File: config.mk
export PLATFORM = sky130hd
export DESIGN_NAME = kfar_div
export DESIGN_NICKNAME = d
export VERILOG_FILES = /design/src/rtl/kfar_pkg.sv /design/src/rtl/kfar_div.sv
export SDC_FILE = /design/constraint.sdc
export NUM_CORES = 1
export LEC_CHECK = 0
export ABC_AREA = 1
export BUFFER_PORTS_ARGS = -buffer_cell sky130_fd_sc_hd__buf_2
export CORE_ASPECT_RATIO = 0.7
export CORE_MARGIN = 2
export CORE_UTILIZATION = 55
export DETAILED_ROUTE_END_ITERATION = 7
export GPL_TIMING_DRIVEN = 0
export PLACE_DENSITY_LB_ADDON = 0.12
export RECOVER_POWER = 100
export SYNTH_ARGS = -nofsm -noshare
export SYNTH_HDL_FRONTEND = slang
export SYNTH_SLANG_ARGS = --single-unit
File: constraint.sdc
create_clock -name i_clk -period 5.5 [get_ports i_clk]
set_clock_uncertainty 0.1 [all_clocks]
set_input_delay 0.55 -clock i_clk [delete_from_list [all_inputs] [get_ports i_clk]]
set_output_delay 0.55 -clock i_clk [all_outputs]
set_load 0.02 [all_outputs]
File: src/rtl/kfar_pkg.sv
// Package with the types, codes and step program of the angle/rate Kalman filter.
package kfar_pkg;

    localparam int DATA_W = 32;
    localparam int PC_W   = 6;
    localparam int CFG_IDX_W = 3;

    typedef struct packed {
        logic signed [31:0] measured_angle;
        logic signed [31:0] measured_rate;
    } t_in;

    typedef struct packed {
        logic signed [31:0] angle_estimate_out;
        logic signed [31:0] rate_estimate_out;
        logic               status;
    } t_out;

    typedef enum logic [CFG_IDX_W-1:0] {
        CFG_Q00 = 3'd0,
        CFG_Q01 = 3'd1,
        CFG_Q11 = 3'd2,
        CFG_R00 = 3'd3,
        CFG_R01 = 3'd4,
        CFG_R11 = 3'd5,
        CFG_DT  = 3'd6
    } t_cfg_idx;

    typedef enum logic [2:0] {
        S_IDLE,
        S_EXEC,
        S_MULWB,
        S_DIV,
        S_OUT
    } t_state;

    typedef enum logic [2:0] {
        OP_ADD,
        OP_SUB,
        OP_MUL,
        OP_DIV,
        OP_CHK,
        OP_END
    } t_op;

    typedef enum logic [5:0] {
        R_Q00, R_Q01, R_Q11, R_R00, R_R01, R_R11, R_DT, R_ONE,
        R_P00, R_P01, R_P10, R_P11, R_X0, R_X1, R_Z0, R_Z1,
        R_A, R_B, R_T, R_DP,
        R_M00, R_M01, R_M10, R_M11,
        R_S00, R_S01, R_S10, R_S11,
        R_DET, R_K00, R_K01, R_K10, R_K11
    } t_reg;

    typedef struct packed {
        t_op  op;
        t_reg src_a;
        t_reg src_b;
        t_reg dst;
    } t_uop;

    typedef struct packed {
        logic               start;
        logic signed [31:0] num;
        logic signed [31:0] den;
    } t_div_req;

    typedef struct packed {
        logic               done;
        logic signed [31:0] quot;
    } t_div_rsp;

    // Step program of one filter update. The error e1 reuses S11 once it is dead.
    function automatic t_uop uop_at(input logic [PC_W-1:0] pc);
        t_uop u;
        u = '{OP_END, R_ONE, R_ONE, R_A};
        unique case (pc)
            6'd0:  u = '{OP_MUL, R_DT,  R_P11, R_DP};
            6'd1:  u = '{OP_ADD, R_P10, R_P01, R_T};
            6'd2:  u = '{OP_ADD, R_T,   R_DP,  R_T};
            6'd3:  u = '{OP_MUL, R_DT,  R_T,   R_T};
            6'd4:  u = '{OP_ADD, R_Q00, R_P00, R_M00};
            6'd5:  u = '{OP_ADD, R_M00, R_T,   R_M00};
            6'd6:  u = '{OP_ADD, R_Q01, R_P01, R_M01};
            6'd7:  u = '{OP_ADD, R_M01, R_DP,  R_M01};
            6'd8:  u = '{OP_ADD, R_Q01, R_P10, R_M10};
            6'd9:  u = '{OP_ADD, R_M10, R_DP,  R_M10};
            6'd10: u = '{OP_ADD, R_Q11, R_P11, R_M11};
            6'd11: u = '{OP_ADD, R_M00, R_R00, R_S00};
            6'd12: u = '{OP_ADD, R_M01, R_R01, R_S01};
            6'd13: u = '{OP_ADD, R_M10, R_R01, R_S10};
            6'd14: u = '{OP_ADD, R_M11, R_R11, R_S11};
            6'd15: u = '{OP_MUL, R_S00, R_S11, R_A};
            6'd16: u = '{OP_MUL, R_S01, R_S10, R_B};
            6'd17: u = '{OP_SUB, R_A,   R_B,   R_DET};
            6'd18: u = '{OP_CHK, R_DET, R_DET, R_DET};
            6'd19: u = '{OP_MUL, R_M00, R_S11, R_A};
            6'd20: u = '{OP_MUL, R_M01, R_S10, R_B};
            6'd21: u = '{OP_SUB, R_A,   R_B,   R_A};
            6'd22: u = '{OP_DIV, R_A,   R_DET, R_K00};
            6'd23: u = '{OP_MUL, R_M01, R_R00, R_A};
            6'd24: u = '{OP_MUL, R_M00, R_R01, R_B};
            6'd25: u = '{OP_SUB, R_A,   R_B,   R_A};
            6'd26: u = '{OP_DIV, R_A,   R_DET, R_K01};
            6'd27: u = '{OP_MUL, R_M10, R_R11, R_A};
            6'd28: u = '{OP_MUL, R_M11, R_R01, R_B};
            6'd29: u = '{OP_SUB, R_A,   R_B,   R_A};
            6'd30: u = '{OP_DIV, R_A,   R_DET, R_K10};
            6'd31: u = '{OP_MUL, R_M11, R_S00, R_A};
            6'd32: u = '{OP_MUL, R_M10, R_S01, R_B};
            6'd33: u = '{OP_SUB, R_A,   R_B,   R_A};
            6'd34: u = '{OP_DIV, R_A,   R_DET, R_K11};
            6'd35: u = '{OP_SUB, R_ONE, R_K00, R_T};
            6'd36: u = '{OP_MUL, R_M00, R_T,   R_A};
            6'd37: u = '{OP_MUL, R_K01, R_M10, R_B};
            6'd38: u = '{OP_SUB, R_A,   R_B,   R_P00};
            6'd39: u = '{OP_MUL, R_M01, R_T,   R_A};
            6'd40: u = '{OP_MUL, R_K01, R_M11, R_B};
            6'd41: u = '{OP_SUB, R_A,   R_B,   R_P01};
            6'd42: u = '{OP_SUB, R_ONE, R_K11, R_T};
            6'd43: u = '{OP_MUL, R_M10, R_T,   R_A};
            6'd44: u = '{OP_MUL, R_K10, R_M00, R_B};
            6'd45: u = '{OP_SUB, R_A,   R_B,   R_P10};
            6'd46: u = '{OP_MUL, R_M11, R_T,   R_A};
            6'd47: u = '{OP_MUL, R_K10, R_M01, R_B};
            6'd48: u = '{OP_SUB, R_A,   R_B,   R_P11};
            6'd49: u = '{OP_MUL, R_DT,  R_X1,  R_A};
            6'd50: u = '{OP_ADD, R_X0,  R_A,   R_DP};
            6'd51: u = '{OP_SUB, R_DP,  R_Z0,  R_T};
            6'd52: u = '{OP_SUB, R_X1,  R_Z1,  R_S11};
            6'd53: u = '{OP_MUL, R_K00, R_T,   R_A};
            6'd54: u = '{OP_SUB, R_DP,  R_A,   R_DP};
            6'd55: u = '{OP_MUL, R_K01, R_S11, R_A};
            6'd56: u = '{OP_SUB, R_DP,  R_A,   R_X0};
            6'd57: u = '{OP_MUL, R_K10, R_T,   R_A};
            6'd58: u = '{OP_SUB, R_X1,  R_A,   R_DP};
            6'd59: u = '{OP_MUL, R_K11, R_S11, R_A};
            6'd60: u = '{OP_SUB, R_DP,  R_A,   R_X1};
            default: u = '{OP_END, R_ONE, R_ONE, R_A};
        endcase
        return u;
    endfunction

endpackage

File: src/rtl/kfar_div.sv
// Iterative signed fixed-point divider, one quotient bit per cycle, saturating.
module kfar_div #(
    parameter int FRAC_BITS = 16
) (
    input  logic              i_clk,
    input  logic              i_rst_n,
    input  kfar_pkg::t_div_req i_req,
    output kfar_pkg::t_div_rsp o_rsp
);
    import kfar_pkg::*;

    logic        r_busy;
    logic [5:0]  r_cnt;
    logic [31:0] r_rem;
    logic [31:0] r_low;
    logic [31:0] r_dvs;
    logic [31:0] r_q;
    logic        r_neg;
    logic        r_done;
    logic signed [31:0] r_quot;

    logic [31:0] mag_n;
    logic [31:0] mag_d;
    logic [63:0] dividend;
    logic        ovf;
    logic [32:0] trial;
    logic [31:0] q_next;

    assign mag_n    = i_req.num[31] ? 32'(-i_req.num) : i_req.num;
    assign mag_d    = i_req.den[31] ? 32'(-i_req.den) : i_req.den;
    assign dividend = {32'd0, mag_n} << FRAC_BITS;
    assign ovf      = dividend >= {mag_d, 32'd0};
    assign trial    = {r_rem, r_low[31]} - {1'b0, r_dvs};
    assign q_next   = {r_q[30:0], ~trial[32]};

    always_ff @(posedge i_clk) begin
        if (!i_rst_n) begin
            r_busy <= 1'b0;
            r_done <= 1'b0;
            r_cnt  <= '0;
        end else begin
            r_done <= 1'b0;
            if (i_req.start) begin
                r_neg <= i_req.num[31] ^ i_req.den[31];
                r_dvs <= mag_d;
                r_rem <= dividend[63:32];
                r_low <= dividend[31:0];
                r_q   <= '0;
                r_cnt <= 6'd32;
                if (ovf) begin
                    r_done <= 1'b1;
                    r_quot <= (i_req.num[31] ^ i_req.den[31]) ? 32'sh8000_0000 : 32'sh7FFF_FFFF;
                end else begin
                    r_busy <= 1'b1;
                end
            end else if (r_busy) begin
                r_rem <= trial[32] ? {r_rem[30:0], r_low[31]} : trial[31:0];
                r_low <= {r_low[30:0], 1'b0};
                r_q   <= q_next;
                r_cnt <= r_cnt - 6'd1;
                if (r_cnt == 6'd1) begin
                    r_busy <= 1'b0;
                    r_done <= 1'b1;
                    if (!r_neg) begin
                        r_quot <= q_next[31] ? 32'sh7FFF_FFFF : q_next;
                    end else if (q_next[31] && (q_next[30:0] != '0)) begin
                        r_quot <= 32'sh8000_0000;
                    end else begin
                        r_quot <= 32'(-q_next);
                    end
                end
            end
        end
    end

    assign o_rsp.done = r_done;
    assign o_rsp.quot = r_quot;

endmodule
==> reports/results.env, run 1 <==
WORST_IR_DROP_VDD_mV=0.2202
SYN-INSTANCE-COUNT=1469
SYN_NETS=1589
WORSTHOLDENDPOINT='r_cnt[5]$_SDFFE_PN0N_'
CLOCK_TREE_FROM_TRITONCTS='done'
FMAX_MHz=202.0
SYNTH.AVG_CELL_AREA_UM2=7.584
ROUTE.MET2.WL_MM=12.41
CTS_MADE_BUFFERS=17
NUMBER_OF_ITERATIONS_IN_THE_FIRST_DETAILED_ROUTING_PASS=6
CTS.CLK_SLEW.WORST_PATHS_NS=0.06
HPWLAFTERDP_MM=23.19
WORST_R2R_STARTPOINT='r_low[31]$_DFFE_PP_'
TOP_LAYER_USED='met4'
STARTPOINT_TYPE='input port'
REGTOREGSETUPSLACK_NS=1.15
FINALWEIGHTEDCONGESTION=0.9274
CRIT_REQUIRED_NS=5.54
FIN_CRIT_SH_PCT=90.00
TIMING.FINAL.CRIT_PERIOD_NS=4.950
MULTI_INPUT_COMB_AREA_MM2=0.005543
STATUS='finished, violations left'
SYNTH_CELL_TYPES=50
SYN2LAYOUT_AREA_GROWTH_PCT=11.69
MET3ROUTEDLENGTH_MM=2.595
SYNTH-ASYNC-RESET-RATIO_PCT=0
FP.DIEH_UM=123.1
FLOORPLAN.ROWS=43
NUM-FILL-CELLS=1832
WORST-PATH-MAX-FANOUT=18
FINAL_WIRELENGTH_MM=30.21
TRITONCTS_NUM_SINKS=152
CTS_ROOT_BUFFER='sky130_fd_sc_hd__clkbuf_16'
WORSTSETUPPATHTYPE='input port to flip-flop'
TERMINUS_OF_THE_CRITICAL_FLOP_TO_FLOP_PATH='r_quot[27]$_DFFE_PP_'
DR_VIAS_CELL=5.489
GR-USAGE-ALL-LAYERS_PCT=28.94
INITIAL_UTILIZATION_PCT=56.12
DRV_CAP=1
IO_PINS=100
POWER_DENSITY_mW_PER_MM2=284.5
DRTANTENNAVIOLNETS=0
WORSTHOLDSTART='i_rst_n'
PORT_BUFFERS=97
SYNTH_COMPOUND_AREA_SHARE_PCT=12.86
TIMING.HOLD.WORST_PATH_DEPTH=3
CORE_REGION_AREA_MM2=0.01985
REGISTER_AREA_MM2=0.004484
TIMING.SLEW.HEADROOM_PCT=-5.301
FINALHOLDVIOLATIONS=0
DESIGN_POWER_TOTAL_mW=3.540
SYNTH_TOP_CELL_BY_AREA='sky130_fd_sc_hd__edfxtp_1'
RATIO_OF_CELLS_WITH_DRIVE_ABOVE_1_IN_THE_FINAL_LAYOUT_PCT=7.688
CP_SLOWEST_STAGE_DELAY_NS=0.35
CRITPATHBUFINV=3
WORST-SLEW-PIN-TRANSITION_NS=1.571
GRT_START_MAX_NET_PINS=48
SYNTH_SEQ_AREA_SHARE_PCT=40.25
PATH_DELAY_FAMILY='simple AND/OR/NAND/NOR gates'
FLOORPLAN.DIE.WIDTH_UM=174.1
FINAL_AREA_MM2=0.01244
DETAIL_ROUTE.WL_PER_CELL_UM=16.13
DR_TOTAL_VIAS=10280
YS_TOP_CELLS_BY_COUNT='352 x sky130_fd_sc_hd__nand2_1, 208 x sky130_fd_sc_hd__inv_1, 180 x sky130_fd_sc_hd__nor2_1'
VIOLATIONS='capacitance limit, slew limit'
DIE_AREA_MM2=0.02143
POST_SYNTH_MUX_AREA_SHARE_PCT=0
DR_DRC_COUNT=0
CTSLONGESTPATHBUFFERS=2
CP.ARRIVAL_NS=4.99
MIN_PATH_TYPE='input port to flip-flop'
WORST_R2R_PATH_DEPTH=20
TIMING.FINAL.SETUP_VIOLATIONS=0
SYNTH_AREA_MM2=0.01114
SLOWEST_STAGE='sky130_fd_sc_hd__a21oi_4'
PLACEMENT.CELL_AREA_MM2=0.01203
GRT_PASS1_VIAS=9423
M1WIRELENGTH_MM=14.57
MOST_COMMON_FLOP_CELL_MAPPED_BY_YOSYS='sky130_fd_sc_hd__edfxtp_1'
WORSTSKEWPAIRLATENCY_NS=0.44
YOSYS.AREA_SHARE.ADDER_PCT=6.020
SYNTH_XOR_AREA_SHARE_PCT=6.604
CRITICAL_PATH.MOST_COMMON_CELL='sky130_fd_sc_hd__nor2_1'
CRITPATHCAPTURETYPE='flip-flop'
POSTSYNTHREGISTERBITS=152
SYNTH-WARNING-COUNT=0
SYNTHSIMPLEGATEAREAFRAC_PCT=25.27
TOTALNEGATIVESETUPSLACK_NS=0
POWER.STATIC_LEAKAGE_nW=5.619
FIRST_ITER_VIOLATIONS=1255
GRT_ANTENNA_BEFORE_REPAIR=5
FINAL-MAX-SLEW-VIOLATION-COUNT=34
FINAL_CELL_UTILIZATION_OF_THE_CORE_PCT=62.68
NET_COUNT_REPORTED_AT_FINISH=1709
SYNTH_TOP_FAMILY_BY_AREA='simple AND/OR/NAND/NOR gates'
GRT_REMAINING_OVERFLOW=0
SYNTH_AREA_LEADERS='sky130_fd_sc_hd__edfxtp_1 39%, sky130_fd_sc_hd__nand2_1 12%, sky130_fd_sc_hd__inv_1 7.0%'
GRT_FIRST_PASS_WIRELENGTH_MM=48.17
SYNTH_EDF_COUNT=144
GRT_SETUP_UNREPAIRED='false'
YOSYSTOPAREACELLSHARE_PCT=38.81
SYNTHMOSTINSTANTIATEDCELL='sky130_fd_sc_hd__nand2_1'
CTS_HTREE_LEVELS=4
[kinds of logic after synthesis]
kind of cell    Yosys count
flops                   152
xor+xnor                 84
buf+inv                 259
compound gates          254
simple gates            667
fa+ha+maj                53
[registers in the layout, summed over array words and instances (netlist names)]
signal	count
r_rem	32
r_cnt	6
r_quot	32
r_done	1
r_low	16
r_busy	1
r_dvs	32
r_neg	1
r_q	31
[power by group]
group          switching, mW  internal [mW]
registers             0.0439           1.38
clock network          0.475          0.748
logic                  0.595          0.302
[routing by layer]
metal  vias up  GRT usage, %
met3        45         5.474
met1      4737         43.14
met4         0         9.454
met5         -             0
met2       443         42.38
li1       5056             -
[area by class of cell]
| cell class | instances | area share [%] |
|---|---|---|
| Multi-Input combinational cell | 1058 | 44.54 |
| Sequential cell | 152 | 36.04 |
| Timing Repair Buffer | 101 | 4.012 |
| Inverter | 216 | 6.526 |
| Clock inverter | 11 | 1.257 |
| Antenna cell | 3 | 0.06033 |
| Buffer | 43 | 1.368 |
| Clock buffer | 19 | 3.479 |
| Tap cell | 270 | 2.715 |
[stage by stage]
stage          setup slack, ns  cells  hold WS [ns]
6_report                0.5498   1873        0.2969
3_5_place_dp          -0.06086   1838        0.3984
4_1_cts                 0.3799   1868        0.2431
2_1_floorplan           0.1550   1469        0.3711
5_1_grt                 0.2422   1873        0.3010
3_3_place_gp            -1.614   1836        0.3854
[how the worst max path moves through the flow]
stage,startpoint,endpoint,slack [ns],depth (start not counted)
after detailed placement,i_req[33],r_quot[28]$_DFFE_PP_,-0.06,26
after CTS,i_req[32],r_quot[28]$_DFFE_PP_,0.38,26
after global routing,i_req[32],r_quot[27]$_DFFE_PP_,0.24,26
after global placement,i_req[32],r_quot[29]$_DFFE_PP_,-1.61,25
after floorplan,i_req[32],r_quot[0]$_DFFE_PP_,0.15,24
final,i_req[32],r_quot[28]$_DFFE_PP_,0.55,26
[cell usage in the layout (no fill, tap or decap), types with 5 or more instances in the layout]
cell type / netlist / final
sky130_fd_sc_hd__inv_2: 7 / 6
sky130_fd_sc_hd__buf_2: 9 / 64
sky130_fd_sc_hd__a21oi_1: 63 / 63
sky130_fd_sc_hd__xor2_1: 62 / 62
sky130_fd_sc_hd__nor3_1: 14 / 14
sky130_fd_sc_hd__nand4_1: 20 / 20
sky130_fd_sc_hd__dfxtp_1: 8 / 8
sky130_fd_sc_hd__nor4_1: 7 / 7
sky130_fd_sc_hd__clkbuf_16: 0 / 17
sky130_fd_sc_hd__nand2_1: 352 / 358
sky130_fd_sc_hd__o21ai_2: 20 / 5
sky130_fd_sc_hd__ha_1: 52 / 52
sky130_fd_sc_hd__xnor2_1: 22 / 22
sky130_fd_sc_hd__edfxtp_1: 144 / 144
sky130_fd_sc_hd__clkinv_1: 1 / 5
sky130_fd_sc_hd__a31oi_1: 10 / 10
sky130_fd_sc_hd__nand3b_1: 6 / 6
sky130_fd_sc_hd__inv_1: 208 / 208
sky130_fd_sc_hd__nand3_1: 61 / 64
sky130_fd_sc_hd__o21ai_0: 123 / 147
sky130_fd_sc_hd__clkbuf_1: 27 / 76
sky130_fd_sc_hd__nor2_1: 180 / 182
[worst reg2reg max path, stage by stage, from the launching register on]
cell                       delay [ns]
sky130_fd_sc_hd__edfxtp_1        0.37
sky130_fd_sc_hd__inv_1           0.06
sky130_fd_sc_hd__ha_1            0.22
sky130_fd_sc_hd__fa_1            0.42
sky130_fd_sc_hd__inv_1           0.08
sky130_fd_sc_hd__nand2_1         0.05
sky130_fd_sc_hd__nand2_1         0.11
sky130_fd_sc_hd__nand3_1         0.09
sky130_fd_sc_hd__nand2_1         0.19
sky130_fd_sc_hd__nand2_2         0.07
sky130_fd_sc_hd__nand2_1         0.20
sky130_fd_sc_hd__nand2_1         0.15
sky130_fd_sc_hd__nand3_1         0.10
sky130_fd_sc_hd__nand3_1         0.31
sky130_fd_sc_hd__nor2_1          0.45
sky130_fd_sc_hd__nand3_1         0.21
sky130_fd_sc_hd__a21oi_1         0.73
sky130_fd_sc_hd__nand2_1         0.11
sky130_fd_sc_hd__nand2_1         0.09
sky130_fd_sc_hd__nand2_1         0.05
sky130_fd_sc_hd__nand2_1         0.07
[timing repair]
item                       CTS  global route
setup endpoints to repair    0             8
resized for setup            0             0
setup buffers                0             2
hold buffers                 0             0
(Power assumes the default switching activity.)
==> run 2: changes to the inputs <==
- CORE_UTILIZATION: 55 -> 66
- clock period: 5.5 -> 5.87 ns (I/O delays scaled with it)
==> reports/results.env, run 2 (synthesized netlist as in run 1, its figures left out) <==
SYN2LAYOUT_AREA_GROWTH_PCT=11.07
GRT_SETUP_UNREPAIRED='false'
FLOORPLAN.ROWS=39
POWER_FRAC_SEQ_PCT=40.5
DR_DRC_COUNT=0
REGISTER_AREA_MM2=0.004484
MIN_PATH_TYPE='input port to flip-flop'
CTS_ROOT_BUFFER='sky130_fd_sc_hd__clkbuf_16'
INITIAL_UTILIZATION_PCT=67.95
FIN_WORST_HOLD_SLACK_NS=0.2988
P_SW_mW=1.116
STATUS='finished, violations left'
DIE_AREA_MM2=0.01795
TIMING.FINAL.SETUP_VIOLATIONS=0
FIRST_ITER_VIOLATIONS=1267
POWER_DENSITY_mW_PER_MM2=265.8
WORST-PATH-MAX-FANOUT=17
CTS.CLK_SLEW.WORST_PATHS_NS=0.07
CRIT_REQUIRED_NS=5.92
GRT_REMAINING_OVERFLOW=0
CP.ARRIVAL_NS=5.35
IO_PINS=100
GRT_START_MAX_NET_PINS=54
DRTANTENNAVIOLNETS=0
TIMING.SLEW.HEADROOM_PCT=-2.879
CP_SLOWEST_STAGE_DELAY_NS=0.62
TOTALNEGATIVESETUPSLACK_NS=0
DR_TOTAL_VIAS=10600
PATH_DELAY_FAMILY='simple AND/OR/NAND/NOR gates'
CRITPATHBUFINV=3
STARTPOINT_TYPE='input port'
COMBINATIONAL_SHARE_OF_POWER_PCT=25.7
DR_VIAS_CELL=5.791
FP.DIEH_UM=112.7
NUMBER_OF_ITERATIONS_IN_THE_FIRST_DETAILED_ROUTING_PASS=6
FINALWEIGHTEDCONGESTION=0.9939
CRITPATHCAPTURETYPE='flip-flop'
CRITICAL_PATH.MOST_COMMON_CELL='sky130_fd_sc_hd__nor2_1'
PORT_BUFFERS=97
CORE_REGION_AREA_MM2=0.01640
GRT_ANTENNA_BEFORE_REPAIR=1
CTS_HTREE_LEVELS=4
CLOCK_TREE_FROM_TRITONCTS='done'
GRT_FIRST_PASS_WIRELENGTH_MM=49.64
DETAIL_ROUTE.WL_PER_CELL_UM=16.66
FINAL-MAX-SLEW-VIOLATION-COUNT=54
FINALHOLDVIOLATIONS=0
FIN_CRIT_SH_PCT=90.35
RATIO_OF_CELLS_WITH_DRIVE_ABOVE_1_IN_THE_FINAL_LAYOUT_PCT=8.057
COMMONEST_CELLS_AFTER_ROUTING_FILL_AND_TAPS_ASIDE='358 x sky130_fd_sc_hd__nand2_1, 207 x sky130_fd_sc_hd__inv_1, 181 x sky130_fd_sc_hd__nor2_1, 148 x sky130_fd_sc_hd__o21ai_0, 144 x sky130_fd_sc_hd__edfxtp_1'
NET_COUNT_REPORTED_AT_FINISH=1708
POSTCTSRESIZEDCELLS=0
CTS_HOLD_BUFFERS=0
VIOLATIONS='capacitance limit, slew limit'
HPWLAFTERDP_MM=22.89
WORST_IR_DROP_VDD_mV=0.2042
POWER_FRAC_CLOCK_PCT=33.8
FLOORPLAN.DIE.WIDTH_UM=159.3
PLACEMENT.CELL_AREA_MM2=0.01198
P_SW_SHARE_PCT=33.93
MULTI_INPUT_COMB_AREA_MM2=0.005547
FINAL_COMMON_CELL='sky130_fd_sc_hd__nand2_1'
FINAL_WIRELENGTH_MM=30.49
FMAX_MHz=188.6
WORST-SLEW-PIN-TRANSITION_NS=1.543
GRT_PASS1_VIAS=9634
CTS.REPAIR_TIMING.SETUP_BUFFER_COUNT=0
POWER.STATIC_LEAKAGE_nW=5.605
WORSTSKEWPAIRLATENCY_NS=0.44
CTS_MADE_BUFFERS=17
GR-USAGE-ALL-LAYERS_PCT=34.81
DESIGN_POWER_TOTAL_mW=3.289
TRITONCTS_NUM_SINKS=152
FINAL_AREA_MM2=0.01237
TOP_REGS='r_dvs x32, r_quot x32, r_rem x32'
NUM-FILL-CELLS=1332
SLOWEST_STAGE='sky130_fd_sc_hd__a21oi_4'
P_INT_mW=2.173
CTSLONGESTPATHBUFFERS=2
WORSTSETUPPATHTYPE='input port to flip-flop'
DRV_CAP=1
TIMING.FINAL.CRIT_PERIOD_NS=5.303
==> run 2: final timing paths <==
kind         depth (start not counted)                 from  slack, ns                     to
max                                 26            i_req[33]       0.57   r_quot[29]$_DFFE_PP_
max reg2reg                         21  r_low[31]$_DFFE_PP_       1.46   r_quot[22]$_DFFE_PP_
min                                  3              i_rst_n       0.30  r_cnt[5]$_SDFFE_PN0N_
min reg2reg                          2  r_low[21]$_DFFE_PP_       0.42    r_low[22]$_DFFE_PP_
==> run 2: worst reg2reg max path, cell delays in order (launching register included) <==
cell	delay (ns)
sky130_fd_sc_hd__edfxtp_1	0.41
sky130_fd_sc_hd__inv_1	0.06
sky130_fd_sc_hd__ha_1	0.22
sky130_fd_sc_hd__fa_1	0.42
sky130_fd_sc_hd__inv_1	0.08
sky130_fd_sc_hd__nand2_1	0.05
sky130_fd_sc_hd__nand2_1	0.12
sky130_fd_sc_hd__nand3_1	0.08
sky130_fd_sc_hd__nand2_1	0.19
sky130_fd_sc_hd__nand2_1	0.09
sky130_fd_sc_hd__nand2_1	0.21
sky130_fd_sc_hd__nand2_1	0.20
sky130_fd_sc_hd__nand3_1	0.13
sky130_fd_sc_hd__nand3_1	0.34
sky130_fd_sc_hd__nor2_1	0.45
sky130_fd_sc_hd__nand3_1	0.19
sky130_fd_sc_hd__nand2_1	0.16
sky130_fd_sc_hd__nand2_4	0.09
sky130_fd_sc_hd__clkbuf_1	0.28
sky130_fd_sc_hd__o21ai_0	0.29
sky130_fd_sc_hd__nand2_1	0.07
sky130_fd_sc_hd__nand2_1	0.06
==> run 2: metrics by stage <==
stage / cells / utilization (%) / worst slack [ns]
2_1_floorplan: 1469 / - / 0.4880
3_3_place_gp: 1791 / 72.63 / -1.196
3_5_place_dp: 1793 / 73.05 / 0.2699
4_1_cts: 1825 / 76.67 / 0.6928
5_1_grt: 1826 / 75.41 / 0.2795
6_report: 1830 / 75.47 / 0.5667
==> run 2: area by class of cell <==
cell class / count / share of cell area [%]
sequential: 152 / 36.24
inverter: 216 / 6.562
timing repair buffer: 100 / 3.842
tap: 225 / 2.275
clock buffer: 17 / 3.438
buffer: 43 / 1.375
antenna: 4 / 0.08089
clock inverter: 15 / 1.365
multi-input combinational: 1058 / 44.82
==> run 2: power groups by stage <==
stage | clock network [mW] | logic, mW | registers (mW)
after floorplan | 0 | 0.620 | 1.34
final | 1.11 | 0.846 | 1.33
after global placement | 0 | 0.810 | 1.35
after global routing | 1.15 | 0.948 | 1.34
after CTS | 1.11 | 0.851 | 1.33
after detailed placement | 0 | 0.839 | 1.35
==> run 2: metal layers <==
metal  vias up  global-route usage, %  wire length [µm]
li1       5074                      -                 -
met1      4870                  52.76             13600
met2       604                  51.91             12820
met3        49                  6.672              3522
met4         0                  8.303               549
met5         -                      0                 0
==> run 3: changes to the inputs <==
- ABC_AREA: 1 -> unset
==> reports/results.env, run 3 <==
WORSTSETUPPATHTYPE='flip-flop to flip-flop'
SYNTH.AVG_CELL_AREA_UM2=9.383
INITIAL_UTILIZATION_PCT=67.42
NUM-FILL-CELLS=1207
SYNTHMOSTINSTANTIATEDCELL='sky130_fd_sc_hd__edfxtp_1'
IO_PINS=100
NUMBER_OF_ITERATIONS_IN_THE_FIRST_DETAILED_ROUTING_PASS=5
CLOCK_TREE_FROM_TRITONCTS='done'
TIMING.FINAL.SETUP_VIOLATIONS=0
DESIGN_POWER_TOTAL_mW=3.301
FLOORPLAN.DIE.WIDTH_UM=158.2
SYNTH-WARNING-COUNT=0
SETUP_WS_NS=0.1310
WORST_IR_DROP_VDD_mV=0.1730
POWER.STATIC_LEAKAGE_nW=4.768
CORE_REGION_AREA_MM2=0.01630
DRV_CAP=4
CTS_ROOT_BUFFER='sky130_fd_sc_hd__clkbuf_16'
WORSTHOLDSTART='i_rst_n'
SYNTH_AREA_LEADERS='sky130_fd_sc_hd__edfxtp_1 39%, sky130_fd_sc_hd__ha_1 5.9%, sky130_fd_sc_hd__xnor2_1 4.0%'
REGTOREGSETUPSLACK_NS=0.13
SYNTH_TOP_CELL_BY_AREA='sky130_fd_sc_hd__edfxtp_1'
SYN2LAYOUT_AREA_GROWTH_PCT=11.13
FINALWEIGHTEDCONGESTION=0.9683
PORT_BUFFERS=91
CTS.CLK_SLEW.WORST_PATHS_NS=0.07
VIOLATIONS='capacitance limit, slew limit'
POSTSYNTHREGISTERBITS=152
TIMING.SLEW.HEADROOM_PCT=-59.71
DIE_AREA_MM2=0.01771
CTS_MADE_BUFFERS=17
GRT_SETUP_UNREPAIRED='false'
GR-USAGE-ALL-LAYERS_PCT=35.57
TOP_REGS='r_dvs x32, r_quot x32, r_rem x32'
FLOORPLAN.ROWS=39
HPWLAFTERDP_MM=22.89
WORST_R2R_PATH_DEPTH=14
GRT_REMAINING_OVERFLOW=0
STARTPOINT_TYPE='flip-flop'
CP.ARRIVAL_NS=5.83
FP.DIEH_UM=112.0
POWER_DENSITY_mW_PER_MM2=270.3
SYN_NETS=1291
ANTENNA-DIODE-COUNT=0
STARTPOINT='r_low[31]$_DFFE_PP_'
FIRST_ITER_VIOLATIONS=1229
DR_DRC_COUNT=0
STATUS='finished, violations left'
FMAX_MHz=174.2
SYNTH_AREA_MM2=0.01099
DETAIL_ROUTE.WL_PER_CELL_UM=20.21
GRT_PASS1_VIAS=9162
WORST-PATH-MAX-FANOUT=10
CRITPATHCAPTURETYPE='flip-flop'
TIMING.FINAL.CRIT_PERIOD_NS=5.739
CTS_HTREE_LEVELS=4
TIMING.HOLD.WORST_PATH_DEPTH=2
CTSLONGESTPATHBUFFERS=2
GRT_FIRST_PASS_WIRELENGTH_MM=48.09
FINAL-MAX-SLEW-VIOLATION-COUNT=85
SYNTH_SEQ_AREA_SHARE_PCT=40.81
CRIT_REQUIRED_NS=5.96
FINALHOLDVIOLATIONS=0
GRT_ANTENNA_BEFORE_REPAIR=0
SETUP_WS_PRE_CTS_NS=-0.07374
CTS_HOLD_BUFFERS=0
DR_TOTAL_VIAS=9951
WORST_R2R_STARTPOINT='r_low[31]$_DFFE_PP_'
YOSYSTOPAREACELLSHARE_PCT=39.35
MIN_PATH_TYPE='input port to flip-flop'
SYN-INSTANCE-COUNT=1171
POSTCTSRESIZEDCELLS=0
REGISTER_AREA_MM2=0.004484
GRT_START_MAX_NET_PINS=52
RATIO_OF_CELLS_WITH_DRIVE_ABOVE_1_IN_THE_FINAL_LAYOUT_PCT=11.19
FIN_WORST_HOLD_SLACK_NS=0.3577
WORSTSKEWPAIRLATENCY_NS=0.45
DR_VIAS_CELL=6.542
SYNTH_EDF_COUNT=144
COMMONEST_CELLS_AFTER_ROUTING_FILL_AND_TAPS_ASIDE='144 x sky130_fd_sc_hd__edfxtp_1, 115 x sky130_fd_sc_hd__nand2_1, 99 x sky130_fd_sc_hd__nor2_1, 80 x sky130_fd_sc_hd__a21oi_1, 79 x sky130_fd_sc_hd__inv_1'
WORST-SLEW-PIN-TRANSITION_NS=2.394
FIN_CRIT_SH_PCT=97.77
FINAL_CELL_UTILIZATION_OF_THE_CORE_PCT=74.92
TERMINUS_OF_THE_CRITICAL_FLOP_TO_FLOP_PATH='r_quot[23]$_DFFE_PP_'
SYNTH-ASYNC-RESET-RATIO_PCT=0
FINAL_COMMON_CELL='sky130_fd_sc_hd__edfxtp_1'
FINAL_WIRELENGTH_MM=30.74
TRITONCTS_NUM_SINKS=152
YS_TOP_CELLS_BY_COUNT='144 x sky130_fd_sc_hd__edfxtp_1, 115 x sky130_fd_sc_hd__nand2_1, 98 x sky130_fd_sc_hd__nor2_1'
MULTI_INPUT_COMB_AREA_MM2=0.005868
DRTANTENNAVIOLNETS=0
CTS.REPAIR_TIMING.SETUP_BUFFER_COUNT=0
MOST_COMMON_FLOP_CELL_MAPPED_BY_YOSYS='sky130_fd_sc_hd__edfxtp_1'
SYNTH_CELL_TYPES=95
NET_COUNT_REPORTED_AT_FINISH=1403
WORSTHOLDENDPOINT='r_cnt[5]$_SDFFE_PN0N_'
==> run 3: cell count changes after synthesis, moves of 16 or more <==
| cell | before | now |
|---|---|---|
| sky130_fd_sc_hd__o21ai_2 | 20 | 1 |
| sky130_fd_sc_hd__nor2b_1 | 1 | 26 |
| sky130_fd_sc_hd__nand2_1 | 352 | 115 |
| sky130_fd_sc_hd__inv_1 | 208 | 80 |
| sky130_fd_sc_hd__a21o_1 | 3 | 27 |
| sky130_fd_sc_hd__nand3_1 | 61 | 24 |
| sky130_fd_sc_hd__a21oi_1 | 63 | 80 |
| sky130_fd_sc_hd__xor2_1 | 62 | 31 |
| sky130_fd_sc_hd__xnor2_1 | 22 | 50 |
| sky130_fd_sc_hd__nand2b_1 | 0 | 16 |
| sky130_fd_sc_hd__o31ai_1 | 2 | 18 |
| sky130_fd_sc_hd__nor2_1 | 180 | 98 |
| sky130_fd_sc_hd__o21ai_0 | 123 | 61 |
==> run 3: final cells by class <==
| class | instances | share of cell area [%] |
|---|---|---|
| plain buffers | 56 | 2.049 |
| clock buffers | 17 | 3.484 |
| clock inverters | 15 | 1.322 |
| inverters | 81 | 2.500 |
| multi-input cells | 882 | 48.06 |
| flip-flops and latches | 152 | 36.72 |
| well taps | 225 | 2.306 |
| repair buffers | 93 | 3.556 |
==> run 3: worst max path at each step <==
stage | endpoint | slack, ns | cells after the start
2_1_floorplan | r_quot[0]$_DFFE_PP_ | 0.64 | 17
3_3_place_gp | r_quot[24]$_DFFE_PP_ | -0.74 | 18
3_5_place_dp | r_quot[27]$_DFFE_PP_ | -0.07 | 19
4_1_cts | r_quot[25]$_DFFE_PP_ | 0.37 | 19
5_1_grt | r_quot[30]$_DFFE_PP_ | 0.03 | 19
6_report | r_quot[23]$_DFFE_PP_ | 0.13 | 14
==> run 3: stage by stage <==
step	instances	setup TNS, ns	cell area, µm²
final	1521	0	12210
after CTS	1521	0	12370
after global placement	1487	-23.48	11730
after floorplan	1171	0	10990
after detailed placement	1489	-1.883	11790
after global routing	1521	0	12210
==> run 3: critical path, cell delays in order, from the launching register on <==
cell and delay, ns:
sky130_fd_sc_hd__edfxtp_1 0.36, sky130_fd_sc_hd__inv_1 0.05, sky130_fd_sc_hd__ha_1 0.21, sky130_fd_sc_hd__fa_1 0.38, sky130_fd_sc_hd__nand2b_1 0.19, sky130_fd_sc_hd__a21oi_1 0.21, sky130_fd_sc_hd__o21ai_0 0.35, sky130_fd_sc_hd__o311ai_4 0.53
sky130_fd_sc_hd__nand3_1 0.47, sky130_fd_sc_hd__a2111oi_1 1.61, sky130_fd_sc_hd__or2_0 0.21, sky130_fd_sc_hd__buf_2 0.22, sky130_fd_sc_hd__buf_4 0.22, sky130_fd_sc_hd__a21oi_1 0.08, sky130_fd_sc_hd__a221o_1 0.30
==> run 3: power by group <==
part | switching [mW] | leakage (nW) | internal (mW)
combinational | 0.545 | 3.06 | 0.318
sequential | 0.0448 | 1.43 | 1.29
clock | 0.503 | 0.284 | 0.602
total | 1.09 | 4.77 | 2.21
==> run 3: layer usage <==
metal,up-vias,routed length (µm),track usage [%]
li1,4562,-,-
met5,-,0,0
met4,0,680,10.93
met3,65,4099,11.83
met1,4684,13270,52.48
met2,640,12690,49.65
==> run 3: cells by family (layout without fill, tap and decap cells) <==
logic type / count (synthesis) / in the layout / synth area share, %
buf+inv: 137 / 262 / 5.101
xor+xnor: 81 / 81 / 6.456
fa+ha+maj: 53 / 53 / 6.103
mux: 11 / 11 / 1.070
flops: 152 / 152 / 40.81
simple gates: 411 / 411 / 19.60
compound gates: 326 / 326 / 20.86
